===== config.mk =====
export PLATFORM = sky130hd
export DESIGN_NAME = adsr_pipe_reg
export DESIGN_NICKNAME = d
export VERILOG_FILES = /design/src/rtl/adsr_pipe_reg.sv
export SDC_FILE = /design/constraint.sdc
export NUM_CORES = 1
export LEC_CHECK = 0
export BUFFER_PORTS_ARGS = -buffer_cell sky130_fd_sc_hd__buf_2
export CORE_AREA = 2 2 39 41
export DETAILED_ROUTE_END_ITERATION = 10
export DIE_AREA = 0 0 41 43
export GPL_ROUTABILITY_DRIVEN = 0
export PLACE_DENSITY = 0.54
export RECOVER_POWER = 50
export SLEW_MARGIN = 20
export SYNTH_ARGS = -nofsm -noshare
export SYNTH_HDL_FRONTEND = slang
export SYNTH_SLANG_ARGS = --single-unit

===== constraint.sdc =====
create_clock -name clk -period 0.85 [get_ports clk]
set_input_delay 0.2125 -clock clk [delete_from_list [all_inputs] [get_ports clk]]
set_output_delay 0.2125 -clock clk [all_outputs]
set_load 0.01 [all_outputs]

===== src/rtl/adsr_pipe_reg.sv =====
// One valid/ready register stage; the stage takes a new item whenever it is
// empty or its content leaves in the same cycle. No dependencies.
module adsr_pipe_reg #(
  parameter int W = 8
) (
  input  logic         clk,
  input  logic         rst_n,
  input  logic         up_valid,
  output logic         up_ready,
  input  logic [W-1:0] up_data,
  output logic         dn_valid,
  input  logic         dn_ready,
  output logic [W-1:0] dn_data
);

  logic         valid_r;
  logic [W-1:0] data_r;

  assign up_ready = !valid_r || dn_ready;
  assign dn_valid = valid_r;
  assign dn_data  = data_r;

  always_ff @(posedge clk) begin
    if (!rst_n) begin
      valid_r <= 1'b0;
    end else if (up_ready) begin
      valid_r <= up_valid;
    end
  end

  always_ff @(posedge clk) begin
    if (up_valid && up_ready) begin
      data_r <= up_data;
    end
  end

endmodule


==> flow_summary_export.csv, run 1 <==
group,metric,value,unit
setup_path,path_class,"reg2out",
detailed_routing,route.top_layer_used,"met3",
floorplanning,die_area,0.00176,mm²
global_route,overflow,0,
layout,nFillCells,148,
global_route,grt_max_degree,9,
global_route,grt_pass1_wl,772,µm
clock_tree,clk_latency,0.25,ns
layout,layout_commonest_cell,"buf_2",
detailed_routing,route.met2.wl,190,µm
clock_tree,clk_path_buf_depth,2,
place,io_buffers,21,
clock_tree,holdBufCountCts,0,
detailed_routing,viasPerCell,3.71,
clock_tree,cts_tree,"done",
power_and_ir_drop,p_leak,0.211,nW
yosys,yosysUniqueCellTypes,6,
detailed_routing,route.detailed.drc,0,
sta,maxSlewViolCount,0,
layout,drive_gt1_frac,0.744,
layout,fin_area,464,µm²
layout,mostFrequentLayoutCells,"buf_2 (20), edfxtp_1 (8), clkbuf_4 (3)",
setup_path,setup.worst_path.end_class,"primary output",
detailed_routing,wl_met1,261,µm
floorplanning,row_count,14,
layout,antenna_cells,0,
sta,rsz0062_at_grt,"yes",
sta,tightest_slew,0.116,ns
sta,finalHoldViolCount,0,
job,cap_violations,0,
place,post-dp-hpwl,439,µm
setup_path,critPathArrivalTime,0.78,ns
detailed_routing,first_pass_iters,2,
sta,fin_skew,0.00203,ns
global_route,grt_pass1_vias,201,
yosys,seq_area_frac_synth,0.874,
clock_tree,post_cts_buffers,0,
floorplanning,start_util,0.215,
sta,maxSlewHeadroom,0.922,
detailed_routing,ant_nets,0,
global_route,grt.total_usage,0.0724,
yosys,ys.warnings.count,0,
floorplanning,core-area,0.00138,mm²
clock_tree,h-tree-depth,1,
sta,hold_ws,0.132,ns
detailed_routing,routed_wl,549,µm
yosys,syn_area,298,µm²
hold_path,hold_path.class,"in2reg",
sta,fin_crit_sh,1.17,
sta,setup_ws,-0.145,ns
yosys,synth_cells,13,
sta,fin_crit,0.995,ns
yosys,syn_area_per_cell,22.9,µm²
power_and_ir_drop,power_density,2020,mW/mm²
setup_path,path_max_fanout,3,
place,dpl_cell_area,432,µm²
clock_tree,clock-root-buffer,"clkbuf_4",
clock_tree,cts.reportedPaths.clkPinSlew,0.06,ns
setup_path,startpoint_type,"flip-flop",
detailed_routing,vias,204,
yosys,ys_seq_elements,9,
floorplanning,die-height,43,µm
outcome,violations,"setup timing",
sta,tns,-1.53,ns
global_route,antenna_found_initial,0,
detailed_routing,wl_per_cell,9.98,µm
floorplanning,chipWidth,41,µm
detailed_routing,dr_wl_met3,96,µm
clock_tree,numCtsBuffers,3,
setup_path,startpoint,"dn_valid",
floorplanning,pin_count,22,
layout,syn2layout_area_growth,55.9,%
clock_tree,cts_num_sinks,9,
setup_path,crit_required,0.64,ns
detailed_routing,drt-initial-drc-count,2,
outcome,status,"finished, violations left",
setup_path,reg2reg_from,"dn_valid",
layout,nNetsFinal,52,
place,dp.cells,51,
sta,setup_viol,18,
layout,fin_cells,55,
sta,fmax,1.01,GHz
hold_path,holdCritStartpoint,"up_data[2]",
yosys,syn_nets,25,
power_and_ir_drop,irDropWorstVdd,0.527,mV
==> layer usage <==
layer	vias up	GRT usage
met5	-	0
met4	0	0.0600
met3	0	0.0471
met2	22	0.0813
met1	82	0.0912
li1	100	-
==> path summary, 6_finish.rpt <==
| check | end | slack [ns] | depth (start not counted) |
|---|---|---|---|
| max | up_ready | -0.14 | 2 |
| min | dn_data[2] | 0.13 | 1 |
| max reg2reg | dn_data[6] | -0.05 | 2 |
| min reg2reg | dn_valid | 0.58 | 3 |
==> registers in the layout (all words and copies together), names as in the netlist <==
register,count
dn_valid,1
dn_data,8
==> cell families (layout without fill, tap and decap cells) <==
kind of cell / Yosys count / count (layout) / share of synthesized area
compound gates: 1 / 1 / 0.0378
buf+inv: 1 / 27 / 0.0126
flops: 9 / 9 / 0.874
simple gates: 2 / 2 / 0.0756
==> cells in the mapped netlist <==
cell type,n,area [µm²]
nand2b_4,1,13.8
and2_4,1,8.76
a21boi_2,1,11.3
dfxtp_1,1,20.0
inv_1,1,3.75
edfxtp_1,8,240
==> critical path, stage by stage, from the launching register on <==
cell      delay, ns
dfxtp_2        0.35
nand2b_4       0.06
buf_6          0.12
==> stage by stage <==
| stage | util | setup WS (ns) | power (mW) |
|---|---|---|---|
| finish | 0.335 | -0.145 | 0.939 |
| global route | 0.335 | -0.184 | 0.979 |
| CTS | 0.335 | -0.156 | 0.952 |
| detailed placement | 0.312 | -0.0501 | 0.622 |
| global placement | 0.312 | -0.0398 | 0.622 |
| floorplan | - | -0.0518 | 0.567 |
==> cell type report <==
class                      instances  area, µm²  share of cell area
multi-input combinational          3       33.8              0.0728
clock buffer                       4       26.3              0.0566
sequential                         9        262               0.563
timing repair buffer              22        119               0.256
tap                               16       20.0              0.0431
inverter                           1       3.75             0.00809
==> where the power goes <==
part	switching (mW)	internal, mW
clock network	0.145	0.181
registers	0.00720	0.512
logic	0.0437	0.0506
==> repair_timing <==
item                       CTS  global route
resized for setup            1             0
pin swaps                    0             1
setup endpoints to repair   18            18
Power figures use the tool's default switching activity.
==> inputs of run 2 (changes only) <==
--- a/config.mk
+++ b/config.mk
@@ -6,12 +6,13 @@
 export NUM_CORES = 1
 export LEC_CHECK = 0
 export BUFFER_PORTS_ARGS = -buffer_cell sky130_fd_sc_hd__buf_2
+export CELL_PAD_IN_SITES_DETAIL_PLACEMENT = 0
+export CELL_PAD_IN_SITES_GLOBAL_PLACEMENT = 1
 export CORE_AREA = 2 2 39 41
 export DETAILED_ROUTE_END_ITERATION = 10
 export DIE_AREA = 0 0 41 43
 export GPL_ROUTABILITY_DRIVEN = 0
-export PLACE_DENSITY = 0.54
-export RECOVER_POWER = 50
+export PLACE_DENSITY = 0.66
 export SLEW_MARGIN = 20
 export SYNTH_ARGS = -nofsm -noshare
 export SYNTH_HDL_FRONTEND = slang
==> run 2 against run 1 <==
Effect of this change: the run still ends with setup timing left; critical path depth did not move; clock-buffer cell count stayed put; clock skew is 0.0018 ns lower; sequential share of layout area is the same; core utilization stayed put; cell area unchanged; register-to-register slack about the same; non-clock buffer count unchanged; hold slack improved by 0.0062 ns; largest power group unchanged.
==> flow_summary_export.csv, run 2 (synthesized netlist as in run 1, its figures left out) <==
group,metric,value,unit
outcome,status,"finished, violations left",
outcome,violations,"setup timing",
clock_tree,clk_path_buf_depth,2,
sta,tns,-1.45,ns
hold_path,worstHoldPathCells,1,
floorplanning,pin_count,22,
layout,mostFrequentLayoutCells,"buf_2 (20), edfxtp_1 (8), clkbuf_4 (3)",
layout,nFillCells,145,
sta,finalHoldViolCount,0,
detailed_routing,route.detailed.drc,0,
setup_path,crit_cells,2,
sta,hold_ws,0.138,ns
setup_path,startpoint,"dn_valid",
layout,syn2layout_area_growth,55.9,%
clock_tree,cts_num_sinks,9,
setup_path,rr_worst_depth,2,
place,dp.cells,50,
layout,drive_gt1_frac,0.744,
layout,fin_cells,55,
floorplanning,core-area,0.00138,mm²
place,dpl_cell_area,424,µm²
layout,nNetsFinal,52,
clock_tree,cts_tree,"done",
detailed_routing,first_pass_iters,2,
hold_path,holdCritStartpoint,"up_data[6]",
layout,fin_util,0.335,
floorplanning,die_area,0.00176,mm²
sta,fin_crit,0.987,ns
global_route,antenna_found_initial,0,
floorplanning,die-height,43,µm
hold_path,hold_path.class,"in2reg",
setup_path,path_cells,"nand2b_4 -> buf_6",
detailed_routing,vias,206,
clock_tree,clk_latency,0.25,ns
power_and_ir_drop,irDropWorstVdd,0.629,mV
floorplanning,start_util,0.215,
clock_tree,numCtsBuffers,3,
setup_path,crit_path_top_delay_cell,"dfxtp_2",
sta,maxSlewViolCount,0,
power_and_ir_drop,p_leak,0.211,nW
global_route,grt.total_usage,0.0762,
clock_tree,clock-root-buffer,"clkbuf_4",
power_and_ir_drop,p_total,927,µW
setup_path,critical_path.max_stage_delay,0.34,ns
place,dp_worst_setup_slack,-0.0558,ns
global_route,grt_max_degree,9,
layout,largest_reg_flops,8,
sta,tightest_slew,0.112,ns
setup_path,critical_path_buf_inv_count,1,
sta,maxSlewHeadroom,0.926,
detailed_routing,drt-initial-drc-count,1,
detailed_routing,viasPerCell,3.75,
setup_path,path_max_fanout,3,
job,cap_violations,0,
floorplanning,chipWidth,41,µm
setup_path,startpoint_type,"flip-flop",
sta,setup_viol,18,
setup_path,critPathArrivalTime,0.77,ns
power_and_ir_drop,power_density,2000,mW/mm²
setup_path,path_class,"reg2out",
sta,rsz0062_at_grt,"yes",
setup_path,reg2reg_from,"dn_valid",
clock_tree,h-tree-depth,1,
detailed_routing,wl_per_cell,10.9,µm
layout,antenna_cells,0,
global_route,overflow,0,
layout,fin_area,464,µm²
detailed_routing,routed_wl,598,µm
setup_path,crit_required,0.64,ns
clock_tree,cts.reportedPaths.clkPinSlew,0.06,ns
detailed_routing,ant_nets,0,
layout,layout_commonest_cell,"buf_2",
sta,fin_skew,0.000213,ns
floorplanning,row_count,14,
sta,fmax,1.01,GHz
setup_path,setup.worst_path.end_class,"primary output",
sta,fin_crit_sh,1.16,
place,io_buffers,21,
global_route,grt_pass1_wl,814,µm
setup_path,path_delay_family,"flip-flops",
global_route,grt_pass1_vias,205,
sta,setup_ws,-0.137,ns
-- run 2: cell counts in the layout (fill, tap and decap cells not counted) --
Identical to the previous run, type by type.
-- run 2: where the power goes --
part | internal, mW | switching [mW] | total [mW]
Combinational | 0.0507 | 0.0445 | 0.0953
Sequential | 0.513 | 0.00743 | 0.520
Clock | 0.180 | 0.132 | 0.312
-- run 2: final timing paths --
| kind | to | slack [ns] |
|---|---|---|
| worst max-delay path | up_ready | -0.14 |
| worst min register to register | dn_valid | 0.58 |
| worst min-delay path | dn_data[6] | 0.14 |
| worst max register to register | dn_data[2] | -0.04 |
-- run 2: final cells by class --
cell class              count  area [µm²]  area share
flip-flops and latches      9         262       0.563
repair buffers             22         119       0.256
multi-input cells           3        33.8      0.0728
clock buffers               4        26.3      0.0566
well taps                  16        20.0      0.0431
inverters                   1        3.75     0.00809
-- run 2: worst register-to-register path: cells and delay by family, from the launching register on --
kind | cells | cell delay, ns
flops | 1 | 0.33
simple gates | 2 | 0.27
-- run 2: layer usage --
metal | track usage | up-vias | share of wire | wire (µm)
li1 | - | 98 | - | -
met1 | 0.0870 | 86 | 0.43 | 256
met5 | 0 | - | 0 | 0
met2 | 0.0938 | 22 | 0.37 | 224
met4 | 0.0600 | 0 | 0 | 0
met3 | 0.0524 | 0 | 0.20 | 117
-- run 2: timing repair --
item / CTS / global route
cloned: 0 / 0
setup buffers: 1 / 0
pin swaps: 0 / 1
endpoints found under the setup margin: 18 / 18
hold buffers: 0 / 0
gates resized for setup: 1 / 0
