File: src/rtl/adsr_pipe_reg.sv
// One valid/ready register stage; the stage takes a new item whenever it is
// empty or its content leaves in the same cycle. No dependencies.
module adsr_pipe_reg #(
  parameter int W = 8
) (
  input  logic         clk,
  input  logic         rst_n,
  input  logic         up_valid,
  output logic         up_ready,
  input  logic [W-1:0] up_data,
  output logic         dn_valid,
  input  logic         dn_ready,
  output logic [W-1:0] dn_data
);

  logic         valid_r;
  logic [W-1:0] data_r;

  assign up_ready = !valid_r || dn_ready;
  assign dn_valid = valid_r;
  assign dn_data  = data_r;

  always_ff @(posedge clk) begin
    if (!rst_n) begin
      valid_r <= 1'b0;
    end else if (up_ready) begin
      valid_r <= up_valid;
    end
  end

  always_ff @(posedge clk) begin
    if (up_valid && up_ready) begin
      data_r <= up_data;
    end
  end

endmodule

File: src/rtl/adsr_div_cell.sv
// One restoring-division cell: resolves one quotient bit and hands the
// partial remainder on. Depends on adsr_pipe_reg.
module adsr_div_cell #(
  parameter int DEN_W  = 24,
  parameter int Q_W    = 16,
  parameter int SIDE_W = 1
) (
  input  logic                   clk,
  input  logic                   rst_n,
  input  logic                   up_valid,
  output logic                   up_ready,
  input  logic [DEN_W+Q_W-1:0]   up_acc,
  input  logic [DEN_W-1:0]       up_den,
  input  logic [SIDE_W-1:0]      up_side,
  output logic                   dn_valid,
  input  logic                   dn_ready,
  output logic [DEN_W+Q_W-1:0]   dn_acc,
  output logic [DEN_W-1:0]       dn_den,
  output logic [SIDE_W-1:0]      dn_side
);

  localparam int ACC_W = DEN_W + Q_W;
  localparam int W     = SIDE_W + DEN_W + ACC_W;

  logic [ACC_W:0]   shifted;
  logic [DEN_W:0]   part;
  logic [DEN_W:0]   diff;
  logic             fits;
  logic [DEN_W-1:0] rem;
  logic [ACC_W-1:0] acc_nxt;

  // Upper field holds the remainder, lower field collects quotient bits.
  always_comb begin
    shifted = {up_acc, 1'b0};
    part    = shifted[ACC_W:Q_W];
    diff    = part - {1'b0, up_den};
    fits    = part >= {1'b0, up_den};
    rem     = fits ? diff[DEN_W-1:0] : part[DEN_W-1:0];
    acc_nxt = {rem, shifted[Q_W-1:1], fits};
  end

  adsr_pipe_reg #(.W(W)) u_reg (
    .clk      (clk),
    .rst_n    (rst_n),
    .up_valid (up_valid),
    .up_ready (up_ready),
    .up_data  ({up_side, up_den, acc_nxt}),
    .dn_valid (dn_valid),
    .dn_ready (dn_ready),
    .dn_data  ({dn_side, dn_den, dn_acc})
  );

endmodule

File: src/rtl/adsr_div_chain.sv
// Row of Q_W division cells: one quotient bit per cell, one item per cycle unless dn_ready stalls.
// The numerator must be below den * 2^Q_W. Depends on adsr_div_cell.
module adsr_div_chain #(
  parameter int DEN_W  = 24,
  parameter int Q_W    = 16,
  parameter int SIDE_W = 1
) (
  input  logic                   clk,
  input  logic                   rst_n,
  input  logic                   up_valid,
  output logic                   up_ready,
  input  logic [DEN_W+Q_W-1:0]   up_acc,
  input  logic [DEN_W-1:0]       up_den,
  input  logic [SIDE_W-1:0]      up_side,
  output logic                   dn_valid,
  input  logic                   dn_ready,
  output logic [DEN_W+Q_W-1:0]   dn_acc,
  output logic [SIDE_W-1:0]      dn_side
);

  localparam int ACC_W = DEN_W + Q_W;

  logic [Q_W:0]        vld;
  logic [Q_W:0]        rdy;
  logic [ACC_W-1:0]    acc  [Q_W+1];
  logic [DEN_W-1:0]    den  [Q_W+1];
  logic [SIDE_W-1:0]   side [Q_W+1];

  assign vld[0]   = up_valid;
  assign up_ready = rdy[0];
  assign acc[0]   = up_acc;
  assign den[0]   = up_den;
  assign side[0]  = up_side;

  assign dn_valid = vld[Q_W];
  assign rdy[Q_W] = dn_ready;
  assign dn_acc   = acc[Q_W];
  assign dn_side  = side[Q_W];

  for (genvar i = 0; i < Q_W; i++) begin : g_cell
    adsr_div_cell #(.DEN_W(DEN_W), .Q_W(Q_W), .SIDE_W(SIDE_W)) u_cell (
      .clk      (clk),
      .rst_n    (rst_n),
      .up_valid (vld[i]),
      .up_ready (rdy[i]),
      .up_acc   (acc[i]),
      .up_den   (den[i]),
      .up_side  (side[i]),
      .dn_valid (vld[i+1]),
      .dn_ready (rdy[i+1]),
      .dn_acc   (acc[i+1]),
      .dn_den   (den[i+1]),
      .dn_side  (side[i+1])
    );
  end

endmodule
File: config.mk
export PLATFORM = sky130hd
export DESIGN_NAME = adsr_div_chain
export DESIGN_NICKNAME = d
export VERILOG_FILES = /design/src/rtl/adsr_pipe_reg.sv /design/src/rtl/adsr_div_cell.sv /design/src/rtl/adsr_div_chain.sv
export SDC_FILE = /design/constraint.sdc
export NUM_CORES = 2
export LEC_CHECK = 0
export BUFFER_PORTS_ARGS = -buffer_cell sky130_fd_sc_hd__buf_2
export CAP_MARGIN = 10
export CORE_MARGIN = 4
export CORE_UTILIZATION = 60
export DETAILED_ROUTE_END_ITERATION = 7
export PLACE_DENSITY = 0.78
export RECOVER_POWER = 100
export SYNTH_ARGS = -nofsm -noshare
export SYNTH_HDL_FRONTEND = slang
export SYNTH_SLANG_ARGS = --single-unit
File: constraint.sdc
create_clock -name clk -period 15.1 [get_ports clk]
set_input_delay 4.53 -clock clk [delete_from_list [all_inputs] [get_ports clk]]
set_output_delay 4.53 -clock clk [all_outputs]
set_load 0.005 [all_outputs]
==> flow_summary_export.csv <==
group,metric,value,unit
run,max_cap_violations,26,
sta,fin_worst_skew,0.0339,ns
floorplanning,initial_core_util,0.609,
synth,synth_edf_count,1016,
sta,timing.setup.tns,0,ns
cells_and_area,layout_cell_share_with_drive_strength_beyond_1,0.0851,
sta,timing_hold_violations_final,0,
critical_path,endpoint_kind,"output port",
cells_and_area,final_area,0.0604,mm^2
synth,synth.distinct_cells,86,
global_route,initial_antenna_violation_count,0,
cts,h-tree-depth,3,
cts,cts_inserted_buffers,107,
cells_and_area,finish.utilization,0.666,
routing,firstDrtPassIters,5,
routing,vias_per_cell,5.88,
global_route,wire_length_of_the_first_global_routing_pass,185000,um
global_route,globalRouteOverflowTotal,0,
critical_path,timing.critical_path.from_type,"primary input",
cts,cts_hold_repair.buffers,0,
sta,grt_setup_unrepaired,"false",
cells_and_area,post_synthesis_to_final_layout_area_growth,9.40,%
cells_and_area,mostFrequentLayoutCells,"1016 x sky130_fd_sc_hd__edfxtp_1, 492 x sky130_fd_sc_hd__inv_1, 393 x sky130_fd_sc_hd__a21oi_1, 384 x sky130_fd_sc_hd__ha_1, 334 x sky130_fd_sc_hd__nor2_1",
sta,report.final.setup_viol,0,
routing,drc,0,
critical_path,arrival,7.11,ns
cts,clk_pin_slew_worst_paths,0.06,ns
routing,ant_nets,0,
synth,netlist_instances,4682,
sta,period_share,0.771,
sta,final_period_minus_worst_setup_slack,11.64,ns
cells_and_area,final_cell_count_no_fill,6087,
routing,drt_iter0_drc,1896,
power_and_ir_drop,p_leak,23.7,nW
cells_and_area,antenna_cells,0,
synth,part_of_the_yosys_area_used_for_sequential_elements,0.558,
routing,routed_wirelength,116000,um
routing,vias,35800,
synth,synth.cell_area,0.0552,mm^2
power_and_ir_drop,pwr_density_cell,107,mW/mm^2
status,failed_checks,"max-capacitance violations, max-slew violations",
cts,clock_latency_of_the_later_clocked_register_in_the_worst_skew_pair,0.69,ns
synth,yosysWarningCount,0,
floorplanning,die_width,311,um
synth,avgSynthCellArea,11.8,um^2
cts,cts-root-to-sink-buffers,3,
sta,timing.fmax,85.9,MHz
cts,ctsResizeCount,0,
global_route,grt_max_degree,66,
synth,synthFlopType,"sky130_fd_sc_hd__edfxtp_1",
critical_path,cp_max_fo,6,
global_route,number_of_global_route_vias_before_repair,36700,
cells_and_area,leading_cell_type_in_the_layout_fill_and_taps_excluded,"sky130_fd_sc_hd__edfxtp_1",
power_and_ir_drop,report.power.total,6.43,mW
status,status,"complete, but fails checks",
cts,cts_num_sinks,1032,
floorplanning,top_level_ports,112,
critical_path,critical_path_required,10.57,ns
synth,synth.ff_latch_count,1032,
power_and_ir_drop,power.ir.vdd_worst,100,uV
synth,synth-async-reset-ratio,0,
placed_design,dpl_cell_area,0.0570,mm^2
floorplanning,design.die.area,0.0969,mm^2
cells_and_area,final_net_count,5289,
floorplanning,fp-row-count,110,
cts,clockRootBuffer,"sky130_fd_sc_hd__clkbuf_16",
critical_path,criticalPathCategory,"primary input to output port",
placed_design,gp_congestion,0.966,
floorplanning,fp.dieH,311,um
sta,timing.slew.headroom,-1.40,
worst_hold_path,hold_path_class,"flip-flop to flip-flop",
floorplanning,design.core.area,0.0907,mm^2
cts,post-cts-setup-buffers,0,
sta,worstMarginPinSlew,3.60,ns
synth,postSynthNetCount,5151,
placed_design,io_buffer_count,111,
global_route,grtUsageTotal,0.237,
placed_design,hpwlAfterDp,89100,um
cts,tritoncts,"built",
placed_design,placed_cells_incl_taps,5887,
sta,final_max_slew_viol_count,1348,
routing,routed_wire_length_per_instance,19.0,um
[logic make-up after synthesis]
logic type / after synthesis / share of synthesized area
AO/OA/AOI/OAI: 1147 / 0.133
XOR/XNOR: 285 / 0.0452
adder cells (fa/ha/maj): 400 / 0.0928
buffers and inverters: 606 / 0.0458
flip-flops: 1032 / 0.558
multiplexers: 166 / 0.0343
AND/OR/NAND/NOR: 1046 / 0.0908
[through the flow]
| stage | hold WS (ns) | worst slack (ns) |
|---|---|---|
| floorplan | 0.400 | 4.19 |
| global placement | 0.401 | 3.50 |
| detailed placement | 0.405 | 3.40 |
| CTS | 0.407 | 3.41 |
| global route | 0.415 | 3.14 |
| finish | 0.403 | 3.46 |
[routing by layer]
metal,wire length (um),track usage
met1,39300,0.221
met2,63700,0.469
met4,9000,0.168
met5,0,0
met3,3980,0.0305
[worst paths after layout]
path | startpoint | to | slack, ns | depth (start not counted)
worst min-delay path | g_cell[12].u_cell.u_reg.dn_data[2] | g_cell[13].u_cell.u_reg.dn_data[3] | 0.40 | 0
worst max register to register | g_cell[9].u_cell.u_reg.dn_data[41] | g_cell[10].u_cell.u_reg.dn_data[25] | 9.20 | 13
worst min register to register | g_cell[12].u_cell.u_reg.dn_data[2] | g_cell[13].u_cell.u_reg.dn_data[3] | 0.40 | 0
worst max-delay path | dn_ready | up_ready | 3.46 | 9
[Yosys cell counts (33+ instances only)]
master | count | area share
sky130_fd_sc_hd__a21oi_1 | 394 | 0.036
sky130_fd_sc_hd__buf_4 | 45 | 0.0061
sky130_fd_sc_hd__xnor2_1 | 192 | 0.030
sky130_fd_sc_hd__clkbuf_1 | 33 | 0.0022
sky130_fd_sc_hd__nor3_1 | 83 | 0.0075
sky130_fd_sc_hd__o21bai_1 | 34 | 0.0046
sky130_fd_sc_hd__nor2_1 | 334 | 0.023
sky130_fd_sc_hd__a21o_1 | 140 | 0.019
sky130_fd_sc_hd__nand4_1 | 44 | 0.0050
sky130_fd_sc_hd__o21ai_0 | 223 | 0.020
sky130_fd_sc_hd__edfxtp_1 | 1016 | 0.55
sky130_fd_sc_hd__ha_1 | 384 | 0.087
sky130_fd_sc_hd__a31oi_1 | 38 | 0.0043
sky130_fd_sc_hd__nand3_1 | 71 | 0.0064
sky130_fd_sc_hd__xor2_1 | 93 | 0.015
sky130_fd_sc_hd__inv_1 | 491 | 0.033
sky130_fd_sc_hd__nand2b_1 | 48 | 0.0054
sky130_fd_sc_hd__o21a_1 | 67 | 0.0091
sky130_fd_sc_hd__mux2_2 | 132 | 0.027
sky130_fd_sc_hd__nor2b_1 | 72 | 0.0082
sky130_fd_sc_hd__nand2_1 | 236 | 0.016
[report_power, final]
part / switching, mW / internal [mW] / total, mW
Combinational: 0.256 / 0.204 / 0.460
Clock: 1.11 / 1.65 / 2.76
Sequential: 0.0282 / 3.19 / 3.21
[state kept, by name (all words and copies together), names as in the netlist]
signal,cells
g_cell.u_cell.u_reg.dn_data,1016
g_cell.u_cell.u_reg.dn_valid,16
[layout make-up]
| class | instances | area [um^2] |
|---|---|---|
| Inverter | 492 | 1850 |
| Clock inverter | 71 | 818 |
| Timing Repair Buffer | 143 | 623 |
| Tap cell | 1176 | 1470 |
| Sequential cell | 1032 | 30800 |
| Multi-Input combinational cell | 3044 | 21900 |
| Clock buffer | 129 | 2920 |
| Fill cell | 6530 | 30300 |
[critical path, stage by stage]
cell and delay, ns:
sky130_fd_sc_hd__clkbuf_1 0.09, sky130_fd_sc_hd__nor2b_1 0.41, sky130_fd_sc_hd__nand3_1 0.14, sky130_fd_sc_hd__nor2_1 0.27, sky130_fd_sc_hd__and2_0 0.50, sky130_fd_sc_hd__nand3_1 0.20
sky130_fd_sc_hd__nor2_1 0.62, sky130_fd_sc_hd__nand3_1 0.18, sky130_fd_sc_hd__clkbuf_1 0.16
Power figures use the tool's default switching activity.
